[src/rtl/core/bfern_pkg.sv]
package bfern_pkg;

   localparam int POS_FRAC_BITS_DEF = 16;
   localparam int COEF_W = 18;

   // cumulative map thresholds for a Q0.16 draw
   localparam logic [15:0] THRESH_1 = 16'd656;
   localparam logic [15:0] THRESH_2 = 16'd5243;
   localparam logic [15:0] THRESH_3 = 16'd9831;

   // y offsets as Q32
   localparam logic [63:0] OFF_1P6_Q32  = 64'd6871947674;
   localparam logic [63:0] OFF_0P44_Q32 = 64'd1889785610;

   localparam logic signed [COEF_W-1:0] PLOT_SCALE = 18'sd4915;
   localparam logic [15:0] PLOT_X_BIAS = 16'd32768;
   localparam logic [15:0] PLOT_Y_BIAS = 16'd6554;

   typedef logic [1:0] map_type;
   typedef logic [1:0] chan_type;

   localparam map_type MAP_STEM  = 2'd0;
   localparam map_type MAP_LEFT  = 2'd1;
   localparam map_type MAP_RIGHT = 2'd2;
   localparam map_type MAP_MAIN  = 2'd3;

   localparam chan_type CH_RED   = 2'd0;
   localparam chan_type CH_GREEN = 2'd1;
   localparam chan_type CH_BLUE  = 2'd2;

   function automatic map_type map_select(input logic [15:0] z);
      map_type m;
      if (z < THRESH_1) m = MAP_STEM;
      else if (z < THRESH_2) m = MAP_LEFT;
      else if (z < THRESH_3) m = MAP_RIGHT;
      else m = MAP_MAIN;
      return m;
   endfunction

   // x from x
   function automatic logic signed [COEF_W-1:0] coef_a(input map_type m);
      logic signed [COEF_W-1:0] c;
      unique case (m)
         MAP_STEM:  c = 18'sd0;
         MAP_LEFT:  c = 18'sd13107;
         MAP_RIGHT: c = -18'sd9830;
         default:   c = 18'sd55706;
      endcase
      return c;
   endfunction

   // x from y
   function automatic logic signed [COEF_W-1:0] coef_b(input map_type m);
      logic signed [COEF_W-1:0] c;
      unique case (m)
         MAP_STEM:  c = 18'sd0;
         MAP_LEFT:  c = -18'sd17039;
         MAP_RIGHT: c = 18'sd18350;
         default:   c = 18'sd2621;
      endcase
      return c;
   endfunction

   // y from x
   function automatic logic signed [COEF_W-1:0] coef_c(input map_type m);
      logic signed [COEF_W-1:0] c;
      unique case (m)
         MAP_STEM:  c = 18'sd0;
         MAP_LEFT:  c = 18'sd15073;
         MAP_RIGHT: c = 18'sd17039;
         default:   c = -18'sd2621;
      endcase
      return c;
   endfunction

   // y from y
   function automatic logic signed [COEF_W-1:0] coef_d(input map_type m);
      logic signed [COEF_W-1:0] c;
      unique case (m)
         MAP_STEM:  c = 18'sd10486;
         MAP_LEFT:  c = 18'sd14418;
         MAP_RIGHT: c = 18'sd15729;
         default:   c = 18'sd55706;
      endcase
      return c;
   endfunction

   function automatic logic [15:0] blend_weight(input map_type m);
      logic [15:0] p;
      unique case (m)
         MAP_STEM:  p = 16'd655;
         MAP_LEFT:  p = 16'd4588;
         MAP_RIGHT: p = 16'd4588;
         default:   p = 16'd55706;
      endcase
      return p;
   endfunction

   // target*(65536-p) + rounding half, per map and channel
   function automatic logic [32:0] blend_base(input map_type m, input chan_type ch);
      logic [32:0] k;
      case ({m, ch})
         {MAP_STEM, CH_RED}:    k = 33'd1594548224;
         {MAP_STEM, CH_GREEN}:  k = 33'd1063043072;
         {MAP_STEM, CH_BLUE}:   k = 33'd212647805;
         {MAP_LEFT, CH_RED}:    k = 33'd499318784;
         {MAP_LEFT, CH_GREEN}:  k = 33'd1997176832;
         {MAP_LEFT, CH_BLUE}:   k = 33'd1497890816;
         {MAP_RIGHT, CH_RED}:   k = 33'd998604800;
         {MAP_RIGHT, CH_GREEN}: k = 33'd1997176832;
         {MAP_RIGHT, CH_BLUE}:  k = 33'd998604800;
         {MAP_MAIN, CH_RED}:    k = 33'd32245678;
         {MAP_MAIN, CH_GREEN}:  k = 33'd161087488;
         {MAP_MAIN, CH_BLUE}:   k = 33'd32245678;
         default:               k = 33'd32768;
      endcase
      return k;
   endfunction

endpackage

[src/rtl/core/barnsley_fern_ifs_step_core.sv]
// Barnsley fern chaos-game step. Each request transfer carries a Q0.16 random draw and a
// frame-start flag; the draw picks one of the four fern maps, the point moves and the color
// blends toward that map's color, and one response gives the plot point and color. A single
// signed multiplier (position or color by an 18-bit constant) is used nine times per item under
// a step counter, with a product register between uses, so the next request is taken only
// after the last step of the item; req_stall is high while a step is in
// progress. The response sits in its own register, so a new request is taken while the previous
// response waits; the last step holds only if that response has still not been taken.
module barnsley_fern_ifs_step_core #(
   parameter int POS_FRAC_BITS = bfern_pkg::POS_FRAC_BITS_DEF
) (
   input  logic        clock,
   input  logic        reset,
   input  logic        req_valid,
   output logic        req_stall,
   input  logic [15:0] req_random_fraction,
   input  logic        req_start_frame,
   output logic        rsp_valid,
   input  logic        rsp_stall,
   output logic [15:0] rsp_point_x,
   output logic [15:0] rsp_point_y,
   output logic [15:0] rsp_red,
   output logic [15:0] rsp_green,
   output logic [15:0] rsp_blue
);
   import bfern_pkg::*;

   localparam int W  = POS_FRAC_BITS + 8;
   localparam int PW = W + 1 + COEF_W;
   localparam int AW = PW + 1;

   localparam logic [63:0] OFF_HI_Q =
      (OFF_1P6_Q32 + (64'd1 << (31 - POS_FRAC_BITS))) >> (32 - POS_FRAC_BITS);
   localparam logic [63:0] OFF_LO_Q =
      (OFF_0P44_Q32 + (64'd1 << (31 - POS_FRAC_BITS))) >> (32 - POS_FRAC_BITS);

   localparam logic signed [AW-1:0] POS_MAX = AW'({1'b0, {(W-1){1'b1}}});
   localparam logic signed [AW-1:0] POS_MIN = -POS_MAX - AW'(1);
   localparam logic signed [AW-1:0] HALF_16 = AW'(32768);
   localparam logic signed [AW-1:0] HALF_PLOT = AW'(64'd1 << (POS_FRAC_BITS - 1));

   localparam logic [3:0] ST_MUL_AX  = 4'd0;
   localparam logic [3:0] ST_MUL_BY  = 4'd1;
   localparam logic [3:0] ST_MUL_CX  = 4'd2;
   localparam logic [3:0] ST_MUL_DY  = 4'd3;
   localparam logic [3:0] ST_PLOT_X  = 4'd4;
   localparam logic [3:0] ST_PLOT_Y  = 4'd5;
   localparam logic [3:0] ST_RED     = 4'd6;
   localparam logic [3:0] ST_GREEN   = 4'd7;
   localparam logic [3:0] ST_BLUE    = 4'd8;
   localparam logic [3:0] ST_DONE    = 4'd9;

   logic                 busy_ff, busy_in;
   logic [3:0]           step_ff, step_in;
   map_type              map_ff, map_in;
   logic signed [W-1:0]  pos_x_ff, pos_x_in, pos_y_ff, pos_y_in;
   logic [15:0]          color_r_ff, color_r_in, color_g_ff, color_g_in;
   logic [15:0]          color_b_ff, color_b_in;
   logic signed [AW-1:0] acc_ff, acc_in;
   logic signed [PW-1:0] prod_ff, prod_in;
   logic [15:0]          plot_x_ff, plot_x_in, plot_y_ff, plot_y_in;
   logic                 rsp_valid_ff, rsp_valid_in;
   logic [15:0]          rsp_x_ff, rsp_x_in, rsp_y_ff, rsp_y_in;
   logic [15:0]          rsp_r_ff, rsp_r_in, rsp_g_ff, rsp_g_in, rsp_b_ff, rsp_b_in;

   logic signed [W:0]        mul_a;
   logic signed [COEF_W-1:0] mul_b;
   logic signed [AW-1:0]     prod_ext, pair_sum, pair_rnd, y_rnd, plot_v, pos_new;
   logic signed [W-1:0]      off_sel;
   logic [32:0]              color_sum;
   logic [15:0]              color_new, plot_bias, plot_sat;
   logic                     req_take, out_free;

   assign req_take = req_valid && !busy_ff;
   assign out_free = !(rsp_valid_ff && rsp_stall);

   // shared multiplier operand select
   always_comb begin
      mul_a = '0;
      mul_b = '0;
      unique case (step_ff)
         ST_MUL_AX: begin mul_a = {pos_x_ff[W-1], pos_x_ff}; mul_b = coef_a(map_ff); end
         ST_MUL_BY: begin mul_a = {pos_y_ff[W-1], pos_y_ff}; mul_b = coef_b(map_ff); end
         ST_MUL_CX: begin mul_a = {pos_x_ff[W-1], pos_x_ff}; mul_b = coef_c(map_ff); end
         ST_MUL_DY: begin mul_a = {pos_y_ff[W-1], pos_y_ff}; mul_b = coef_d(map_ff); end
         ST_PLOT_X: begin mul_a = {pos_x_ff[W-1], pos_x_ff}; mul_b = PLOT_SCALE; end
         ST_PLOT_Y: begin mul_a = {pos_y_ff[W-1], pos_y_ff}; mul_b = PLOT_SCALE; end
         ST_RED: begin
            mul_a = $signed({{(W-15){1'b0}}, color_r_ff});
            mul_b = $signed({2'b00, blend_weight(map_ff)});
         end
         ST_GREEN: begin
            mul_a = $signed({{(W-15){1'b0}}, color_g_ff});
            mul_b = $signed({2'b00, blend_weight(map_ff)});
         end
         ST_BLUE: begin
            mul_a = $signed({{(W-15){1'b0}}, color_b_ff});
            mul_b = $signed({2'b00, blend_weight(map_ff)});
         end
         default: begin
            mul_a = '0;
            mul_b = '0;
         end
      endcase
   end

   assign prod_in  = PW'(mul_a) * PW'(mul_b);
   assign prod_ext = {prod_ff[PW-1], prod_ff};
   assign pair_sum = acc_ff + prod_ext;
   assign pair_rnd = (pair_sum + HALF_16) >>> 16;

   always_comb begin
      case (map_ff)
         MAP_STEM:  off_sel = '0;
         MAP_RIGHT: off_sel = OFF_LO_Q[W-1:0];
         default:   off_sel = OFF_HI_Q[W-1:0];
      endcase
   end

   assign y_rnd = pair_rnd + {{(AW-W){off_sel[W-1]}}, off_sel};

   // new coordinate with saturation to the state width
   always_comb begin
      pos_new = (step_ff == ST_PLOT_X) ? y_rnd : pair_rnd;
      if (pos_new > POS_MAX) pos_new = POS_MAX;
      else if (pos_new < POS_MIN) pos_new = POS_MIN;
   end

   // plot x product lands during the plot y step
   assign plot_bias = (step_ff == ST_PLOT_Y) ? PLOT_X_BIAS : PLOT_Y_BIAS;
   assign plot_v = ((prod_ext + HALF_PLOT) >>> POS_FRAC_BITS)
                   + $signed({{(AW-16){1'b0}}, plot_bias});

   always_comb begin
      if (plot_v < 0) plot_sat = 16'd0;
      else if (plot_v > $signed(AW'(65535))) plot_sat = 16'hffff;
      else plot_sat = plot_v[15:0];
   end

   // blend: each color sum is formed in the step after its multiply
   always_comb begin
      case (step_ff)
         ST_GREEN: color_sum = prod_ff[32:0] + blend_base(map_ff, CH_RED);
         ST_BLUE:  color_sum = prod_ff[32:0] + blend_base(map_ff, CH_GREEN);
         default:  color_sum = prod_ff[32:0] + blend_base(map_ff, CH_BLUE);
      endcase
   end
   assign color_new = color_sum[31:16];

   always_comb begin
      busy_in      = busy_ff;
      step_in      = step_ff;
      map_in       = map_ff;
      pos_x_in     = pos_x_ff;
      pos_y_in     = pos_y_ff;
      color_r_in   = color_r_ff;
      color_g_in   = color_g_ff;
      color_b_in   = color_b_ff;
      acc_in       = acc_ff;
      plot_x_in    = plot_x_ff;
      plot_y_in    = plot_y_ff;
      rsp_valid_in = rsp_valid_ff && rsp_stall;
      rsp_x_in     = rsp_x_ff;
      rsp_y_in     = rsp_y_ff;
      rsp_r_in     = rsp_r_ff;
      rsp_g_in     = rsp_g_ff;
      rsp_b_in     = rsp_b_ff;

      if (req_take) begin
         busy_in = 1'b1;
         step_in = ST_MUL_AX;
         map_in  = map_select(req_random_fraction);
         if (req_start_frame) begin
            pos_x_in   = '0;
            pos_y_in   = '0;
            color_r_in = '0;
            color_g_in = '0;
            color_b_in = '0;
         end
      end else if (busy_ff) begin
         if (step_ff != ST_DONE) step_in = step_ff + 4'd1;
         unique case (step_ff)
            ST_MUL_AX: ;
            ST_MUL_BY: acc_in = prod_ext;
            ST_MUL_CX: pos_x_in = pos_new[W-1:0];
            ST_MUL_DY: acc_in = prod_ext;
            ST_PLOT_X: pos_y_in = pos_new[W-1:0];
            ST_PLOT_Y: plot_x_in = plot_sat;
            ST_RED:    plot_y_in = plot_sat;
            ST_GREEN:  color_r_in = color_new;
            ST_BLUE:   color_g_in = color_new;
            ST_DONE: begin
               if (out_free) begin
                  color_b_in   = color_new;
                  busy_in      = 1'b0;
                  rsp_valid_in = 1'b1;
                  rsp_x_in     = plot_x_ff;
                  rsp_y_in     = plot_y_ff;
                  rsp_r_in     = color_r_ff;
                  rsp_g_in     = color_g_ff;
                  rsp_b_in     = color_new;
               end
            end
            default: busy_in = 1'b0;
         endcase
      end
   end

   always_ff @(posedge clock) begin
      if (reset) begin
         busy_ff      <= 1'b0;
         step_ff      <= ST_MUL_AX;
         rsp_valid_ff <= 1'b0;
         pos_x_ff     <= '0;
         pos_y_ff     <= '0;
         color_r_ff   <= '0;
         color_g_ff   <= '0;
         color_b_ff   <= '0;
      end else begin
         busy_ff      <= busy_in;
         step_ff      <= step_in;
         rsp_valid_ff <= rsp_valid_in;
         pos_x_ff     <= pos_x_in;
         pos_y_ff     <= pos_y_in;
         color_r_ff   <= color_r_in;
         color_g_ff   <= color_g_in;
         color_b_ff   <= color_b_in;
      end
   end

   always_ff @(posedge clock) begin
      map_ff    <= map_in;
      acc_ff    <= acc_in;
      plot_x_ff <= plot_x_in;
      plot_y_ff <= plot_y_in;
      rsp_x_ff  <= rsp_x_in;
      rsp_y_ff  <= rsp_y_in;
      rsp_r_ff  <= rsp_r_in;
      rsp_g_ff  <= rsp_g_in;
      rsp_b_ff  <= rsp_b_in;
      // keep the last product while the final step waits on the response register
      if (step_ff != ST_DONE) prod_ff <= prod_in;
   end

   assign req_stall   = busy_ff;
   assign rsp_valid   = rsp_valid_ff;
   assign rsp_point_x = rsp_x_ff;
   assign rsp_point_y = rsp_y_ff;
   assign rsp_red     = rsp_r_ff;
   assign rsp_green   = rsp_g_ff;
   assign rsp_blue    = rsp_b_ff;

endmodule

[config.mk]
export PLATFORM = sky130hd
export DESIGN_NAME = barnsley_fern_ifs_step_core
export DESIGN_NICKNAME = d
export VERILOG_FILES = /design/src/rtl/core/bfern_pkg.sv /design/src/rtl/core/barnsley_fern_ifs_step_core.sv
export SDC_FILE = /design/constraint.sdc
export NUM_CORES = 2
export LEC_CHECK = 0
export ABC_AREA = 1
export BUFFER_PORTS_ARGS = -buffer_cell sky130_fd_sc_hd__buf_2
export CORE_MARGIN = 5
export CORE_UTILIZATION = 50
export CTS_BUF_LIST = sky130_fd_sc_hd__clkbuf_8
export CTS_CLUSTER_DIAMETER = 120
export CTS_CLUSTER_SIZE = 8
export DETAILED_ROUTE_END_ITERATION = 10
export PLACE_DENSITY = 0.66
export SKIP_CTS_REPAIR_TIMING = 1
export SLEW_MARGIN = 20
export SYNTH_ARGS = -nofsm -noshare
export SYNTH_HDL_FRONTEND = slang
export SYNTH_SLANG_ARGS = --single-unit
[constraint.sdc]
create_clock -name clock -period 14.95 [get_ports clock]
set_input_delay 0.7475 -clock clock [delete_from_list [all_inputs] [get_ports clock]]
set_output_delay 0.7475 -clock clock [all_outputs]
set_load 0.005 [all_outputs]
# Word level (Yosys, flattened, before mapping)

Index checks and enable logic that the tools add are counted.

Bits in registers: 302
Input port bits: 21
Output and inout port bits: 82

Add/subtract/negate cells: 9
$mul: 1
$lt $le $gt $ge: 7
Equality and inequality tests: 15
Mux-type cells: 48
Bitwise gates (word level): 2
Reductions and logical operators: 31

Operator list:

| operator                                                         | number |
|---|---|
| case mux 32 bit (4 select lines)                                 | 2 |
| 2-to-1 mux 16 bit                                                | 14 |
| 2-to-1 mux 24 bit                                                | 9 |
| case mux 18 bit (3 select lines)                                 | 3 |
| case mux 25 bit (5 select lines)                                 | 1 |
| case mux 18 bit (6 select lines)                                 | 1 |
| adder 32 bit                                                     | 3 |
| 2-to-1 mux 32 bit                                                | 3 |
| case mux 32 bit (3 select lines)                                 | 1 |
| case mux 32 bit (2 select lines)                                 | 1 |
| case mux 16 bit (3 select lines)                                 | 1 |
| adder 43 x 17 -> 44 bit (second input constant)                  | 1 |
| adder 43 x 43 -> 44 bit                                          | 1 |
| adder 44 x 17 -> 44 bit (second input constant)                  | 1 |
| greater-than comparator 44 x 24 -> 1 bit (second input constant) | 1 |
| < comparator 44 x 24 -> 1 bit (second input constant)            | 1 |
| 2-to-1 mux 44 bit                                                | 1 |
| multiplier 25 x 18 -> 43 bit                                     | 1 |
| case mux 17 bit (2 select lines)                                 | 1 |
| case mux 16 bit (2 select lines)                                 | 1 |
| adder 28 x 17 -> 29 bit                                          | 1 |
| adder 28 x 18 -> 29 bit                                          | 1 |
| greater-than comparator 29 x 17 -> 1 bit (second input constant) | 1 |
| < comparator 29 x 1 -> 1 bit (second input constant)             | 1 |
| 26 further kinds                                                 | 61 |

# Longest topological paths before layout

Depth in word-level cells: 10
Depth in mapped cells: 39
Mapped depth without buffers: 39

# Worst setup path after synthesis

OpenSTA, ideal clock, no wires.

Path kind: register to register
From: reg step_ff[2]
To: reg prod_ff[37] (data pin)
Library setup time: 262 ps
Arrival: 7,634 ps
Data required time: 14,688 ps
Slack: 7,054 ps
Cell stages (with the launch flop): 37
Path buffers: 3
Clock period less this slack: 7,896 ps
Cells stage by stage: dfxtp_1 -> inv_2 -> nor2_1 -> inv_1 -> nor2_1 -> inv_1 -> nand2_1 -> clkbuf_1 -> clkbuf_1 -> a22oi_1 -> nand4_1 -> clkbuf_1 -> nand2_1 -> fa_1 -> inv_1 -> fa_1 -> inv_1 -> fa_1 -> inv_1 -> fa_1 -> fa_1 -> inv_1 -> fa_1 -> inv_1 -> ha_1 -> nand2_1 -> nor2_1 -> nand2_1 -> o211ai_1 -> a31oi_1 -> o21bai_1 -> a21oi_1 -> o21ai_0 -> a31oi_1 -> o21ai_0 -> a21oi_1 -> xor2_1

Longest elaborated chain between the ends: 4
Elaborated cells on any way between the ends: 16
Classes of those cells: mul: 1; eq/ne: 8; mux: 2; reduce/logical: 5

Ends and longest elaborated chain:

| item                                                                                 | RTL line                           | source |
|---|---|---|
| start, declared                                                                      | barnsley_fern_ifs_step_core.sv:54  | `logic [3:0] step_ff, step_in;` |
| start signal, assigned                                                               | barnsley_fern_ifs_step_core.sv:221 | `step_ff <= step_in;` |
| == test 4 x 3 -> 1 bit, or another cell as far along                                 | barnsley_fern_ifs_step_core.sv:81  | `unique case (step_ff)` |
| OR reduction 3 bit (no source line) or OR reduction 2 bit (tied branches)            | n/a                                |  |
| case mux 18 bit (6 select lines) or case mux 25 bit (5 select lines) (tied branches) | barnsley_fern_ifs_step_core.sv:81  |  |
| multiplier 25 x 18 -> 43 bit (*)                                                     | barnsley_fern_ifs_step_core.sv:107 | `assign prod_in = PW'(mul_a) * PW'(mul_b);` |
| via prod_in[37]                                                                      | barnsley_fern_ifs_step_core.sv:60  | `logic signed [PW-1:0] prod_ff, prod_in;` |
| end signal, assigned                                                                 | barnsley_fern_ifs_step_core.sv:242 | `if (step_ff != ST_DONE) prod_ff <= prod_in;` |
| end, declared                                                                        | barnsley_fern_ifs_step_core.sv:60  |  |

Mark *: on every way through the listed nets, which the timed path passes. The rest lies on a longest branch.
A chain may end at the register's enable or synchronous reset.

# Final worst setup path

From: reg step_ff[0]
To: reg prod_ff[37] (data pin)

The elaborated chain is that of the path after synthesis.

==> impl_summary.md <==
Run status
The flow ran to the end, and the final reports show no timing, DRC or antenna violations.

Die
The initial utilization of the core area, before any placement, comes to 0.5043. The chip width is between 200 and 300 um. The core area is 68710 um2. For this design the top-level I/O count stands at between 100 and 150. The die is 273.2 um tall. The die covers 74660 um2. In this run the core area contains 96 standard-cell rows.

Clock network
The maximum clock insertion buffer count is 3. At the later pin of the worst-skew pair, clock insertion delay measures around 0.61 ns. TritonCTS built the clock tree. The H-tree was split into 2 levels. The clock root buffer is clkbuf_8. Clock tree synthesis found a total of 302 sinks. The clock-pin slew on the worst setup and hold paths is 0.07 ns. The clock buffer count from CTS is 43.

Synthesis
Of the total synthesized cell area, the portion taken by XOR and XNOR cells is 0.03409. The cell accounting for the most synthesized area is fa_1. The synthesized-area fraction occupied by ao, oa, aoi and oai cells is 0.07710. The most used flip-flop cell after synthesis is edfxtp_1. After synthesis the netlist holds a flip-flop and latch count of 302. The largest family of logic cells by synthesized area is adder cells. Of the total synthesized cell area, the portion taken by AND, OR, NAND and NOR gates is 0.1935. The number of enable flip-flop cells after synthesis is 200. After technology mapping, the gate count stands at approximately 4400.

The count of yosys warnings during synthesis is 0. For this run, the register share of the synthesized area comes to 0.2323. The number of nets in the synthesized netlist is between 5000 and 6000. The async set-reset flop share out of synthesis is 0.

The adder-cell share of the synthesized area is 0.3410. The post-synthesis cell area is 34650 um2. In the post-synthesis netlist, the biggest area contributors are fa_1 (25%), edfxtp_1 (17%), nand2_1 (12%). Measured against the total synthesized area, the mux share comes to 0.0005778. The share of synthesized area in the top cell type comes to 0.2496. The synthesized area per cell is 7.904 um2. The number of different library cells used by synthesis comes to between 60 and 70.

Placement
The count of placed standard cells including taps is 5357. The placement-stage cell area is 36350 um2. At the end of routability-driven placement, the weighted congestion stood at a little under 1. The count of buffers inserted at the top-level ports is roughly 100. At the placement stage, the worst setup path has a slack of 4.787 ns. The wire-length estimate of the detail-placed layout is 78430 um.

Global routing
The total grt overflow is 0. The number of global-route vias before repair is between 20000 and 30000. The initial antenna violation count is 2. The first global-routing pass estimated roughly 160000 um of wire.

Entering global routing, the biggest net connects 66 pins. The overall track demand over capacity in global routing is 0.2655.

STA
The highest clock frequency the design can meet is 0.09750 GHz. Setup repair after global routing left no endpoint under its margin. Setup violations remaining at the end of the flow were counted as 0. The final-report hold violation count is 0. The number of max-slew violations in the final report was 0. In this run the tightest slew margin relative to its limit is 0.3138.

The post-layout worst setup margin is 4.694 ns. Subtracting the final worst setup slack from the clock period gives ~10 ns. The slew at the pin closest to its max-slew limit is around 1.0 ns.

The worst clock skew is 0.04137 ns. Adding up every negative setup slack in the final design gives 0 ns. The fraction of the cycle the final worst path needs is 0.6860.

Power and ir drop
The leakage dissipation is 0.01893 uW. For this design the total switching power over the nets is 2759 uW. Of the total power, the clock network draws 0.115. The internal power is between 2000 and 2500 uW. The share of total power dissipated in sequential elements is 0.234. The worst-case IR drop observed on VDD is approximately 0.14 mV. The fraction of power spent switching nets is 0.5351. The logic gate share of total power is 0.651.

In this run the power density over the cells is roughly 140 nW/um2.

Critical path
The endpoint kind of the worst setup timing path is a register. The master of the slowest instance on the critical path is inv_1. The category of the worst setup path launch point is a register. The top fanout value on the critical path is 21. The most frequent cell on the critical path is inv_1.

Data on the critical path is required at its endpoint by ~15 ns. The arrival time at the worst endpoint is 10.59 ns. The category of the most critical setup path is reg -> reg. The largest incremental delay on the critical path is 0.71 ns.

Final layout
After routing the design area is ~37000 um2. The finished layout holds 5423 standard cells, fillers aside. At the end of the flow, the number of nets in the layout was 5177.

In the final layout, flip-flops and latches occupy 8048 um2. The end-of-flow core utilization is 0.5393. Relative to the synthesized area, the layout overhead comes to 6.933%. The fraction of final layout cells with drive strength greater than 1 is 0.05433.

The area used by multi-input combinational logic is 22450 um2. Fill cells in the final layout number 6712.

Detailed routing
The number of DRC markers after the initial detailed-route iteration is between 2000 and 2500. Across all layers, the routed design uses 28560 vias. The count of nets left with antenna violations once routing finished came out at 0. The number of vias per cell after detailed routing is 5.266.

For this run, the detailed router's first-pass iteration total came to 8. In the routed design, unresolved DRC markers number 0. The average detailed-routed wire length per instance is 18.25 um.

After detailed routing, the total wire length is 98950 um.

Run
The total of max-cap violations is 0.

Min path
In this run the worst hold path is classified as reg -> reg.
-- sequential cells by signal (all words and copies together), names as in the netlist --
name and cells:
acc_ff 43, color_b_ff 16, color_g_ff 16, color_r_ff 16, map_ff 2, plot_x_ff 16, plot_y_ff 16, pos_x_ff 24
pos_y_ff 24, prod_ff 43, req_stall 1, rsp_blue 16, rsp_green 16, rsp_point_x 16, rsp_point_y 16, rsp_red 16
rsp_valid 1, step_ff 4
-- power groups by stage --
stage	logic, uW	registers, uW	clock network (uW)
finish	3360	1200	593
global route	3770	1210	638
CTS	3330	1200	609
detailed placement	3310	1220	0
global placement	3290	1220	0
floorplan	2400	1110	0
-- placed cells by master, fill, tap and decap left out, types with 42 or more instances in the layout --
cell type  instances
inv_1           1007
nand4_1           51
nor2_1           283
buf_2            102
a21oi_1          240
dfxtp_1          102
xor2_1            91
buf_4             54
edfxtp_1         200
nand2_1         1132
o21ai_0          132
ha_1             253
nand3_1          123
clkbuf_8          43
fa_1             432
xnor2_1           42
-- kinds of logic after synthesis --
kind of cell / Yosys count
compound gates: 483
xor+xnor: 134
fa+ha+maj: 685
buf+inv: 1117
flops: 302
mux: 2
simple gates: 1661
-- per-layer routing --
metal | vias up | wire (um) | track usage
li1 | 13610 | - | -
met1 | 13800 | 41430 | 0.3519
met2 | 949 | 47690 | 0.4553
met3 | 193 | 6595 | 0.03778
met4 | 2 | 3223 | 0.07938
met5 | - | 16 | 0
-- layout make-up --
cell class | instances | area share
inverter | 1003 | 0.1017
timing repair buffer | 156 | 0.02472
antenna | 1 | 0.00006754
tap | 931 | 0.03144
sequential | 302 | 0.2172
clock inverter | 22 | 0.002972
multi-input combinational | 2965 | 0.6059
clock buffer | 43 | 0.01597
-- metrics by stage --
stage	total power [uW]	hold slack, ns
2_1_floorplan	3511	0.4003
3_3_place_gp	4507	0.4007
3_5_place_dp	4530	0.4045
4_1_cts	5142	0.4173
5_1_grt	5610	0.4241
6_report	5156	0.4167
-- worst max-delay path, delay by kind of cell, from the launching register on --
family / cells / cell delay (ns)
compound gates: 8 / 1.71
xor+xnor: 1 / 0.15
fa+ha+maj: 8 / 3.67
buf+inv: 9 / 1.37
flops: 1 / 0.41
simple gates: 9 / 2.66
-- cells in the mapped netlist (8+ instances only) --
cell type / n
a21o_1: 8
a21oi_1: 241
a22oi_1: 16
a31oi_1: 16
clkbuf_1: 101
dfxtp_1: 102
edfxtp_1: 200
fa_1: 432
ha_1: 253
inv_1: 991
nand2_1: 1132
nand2_2: 8
nand3_1: 123
nand4_1: 51
nor2_1: 284
nor3_1: 26
nor4_1: 8
o21ai_0: 133
o21ai_1: 9
o21bai_1: 12
o22ai_1: 9
xnor2_1: 42
xor2_1: 91
-- worst paths after layout --
check | start | to | slack, ns | depth (start not counted)
worst max-delay path | step_ff[0]$_SDFFE_PP0P_ | prod_ff[37]$_DFFE_PN_ | 4.69 | 35
worst min-delay path | plot_y_ff[12]$_DFFE_PP_ | rsp_point_y[12]$_DFFE_PP_ | 0.42 | 0
worst max register to register | step_ff[0]$_SDFFE_PP0P_ | prod_ff[37]$_DFFE_PN_ | 4.69 | 35
worst min register to register | plot_y_ff[12]$_DFFE_PP_ | rsp_point_y[12]$_DFFE_PP_ | 0.42 | 0
No activity file was read; power rests on OpenSTA's default activity.
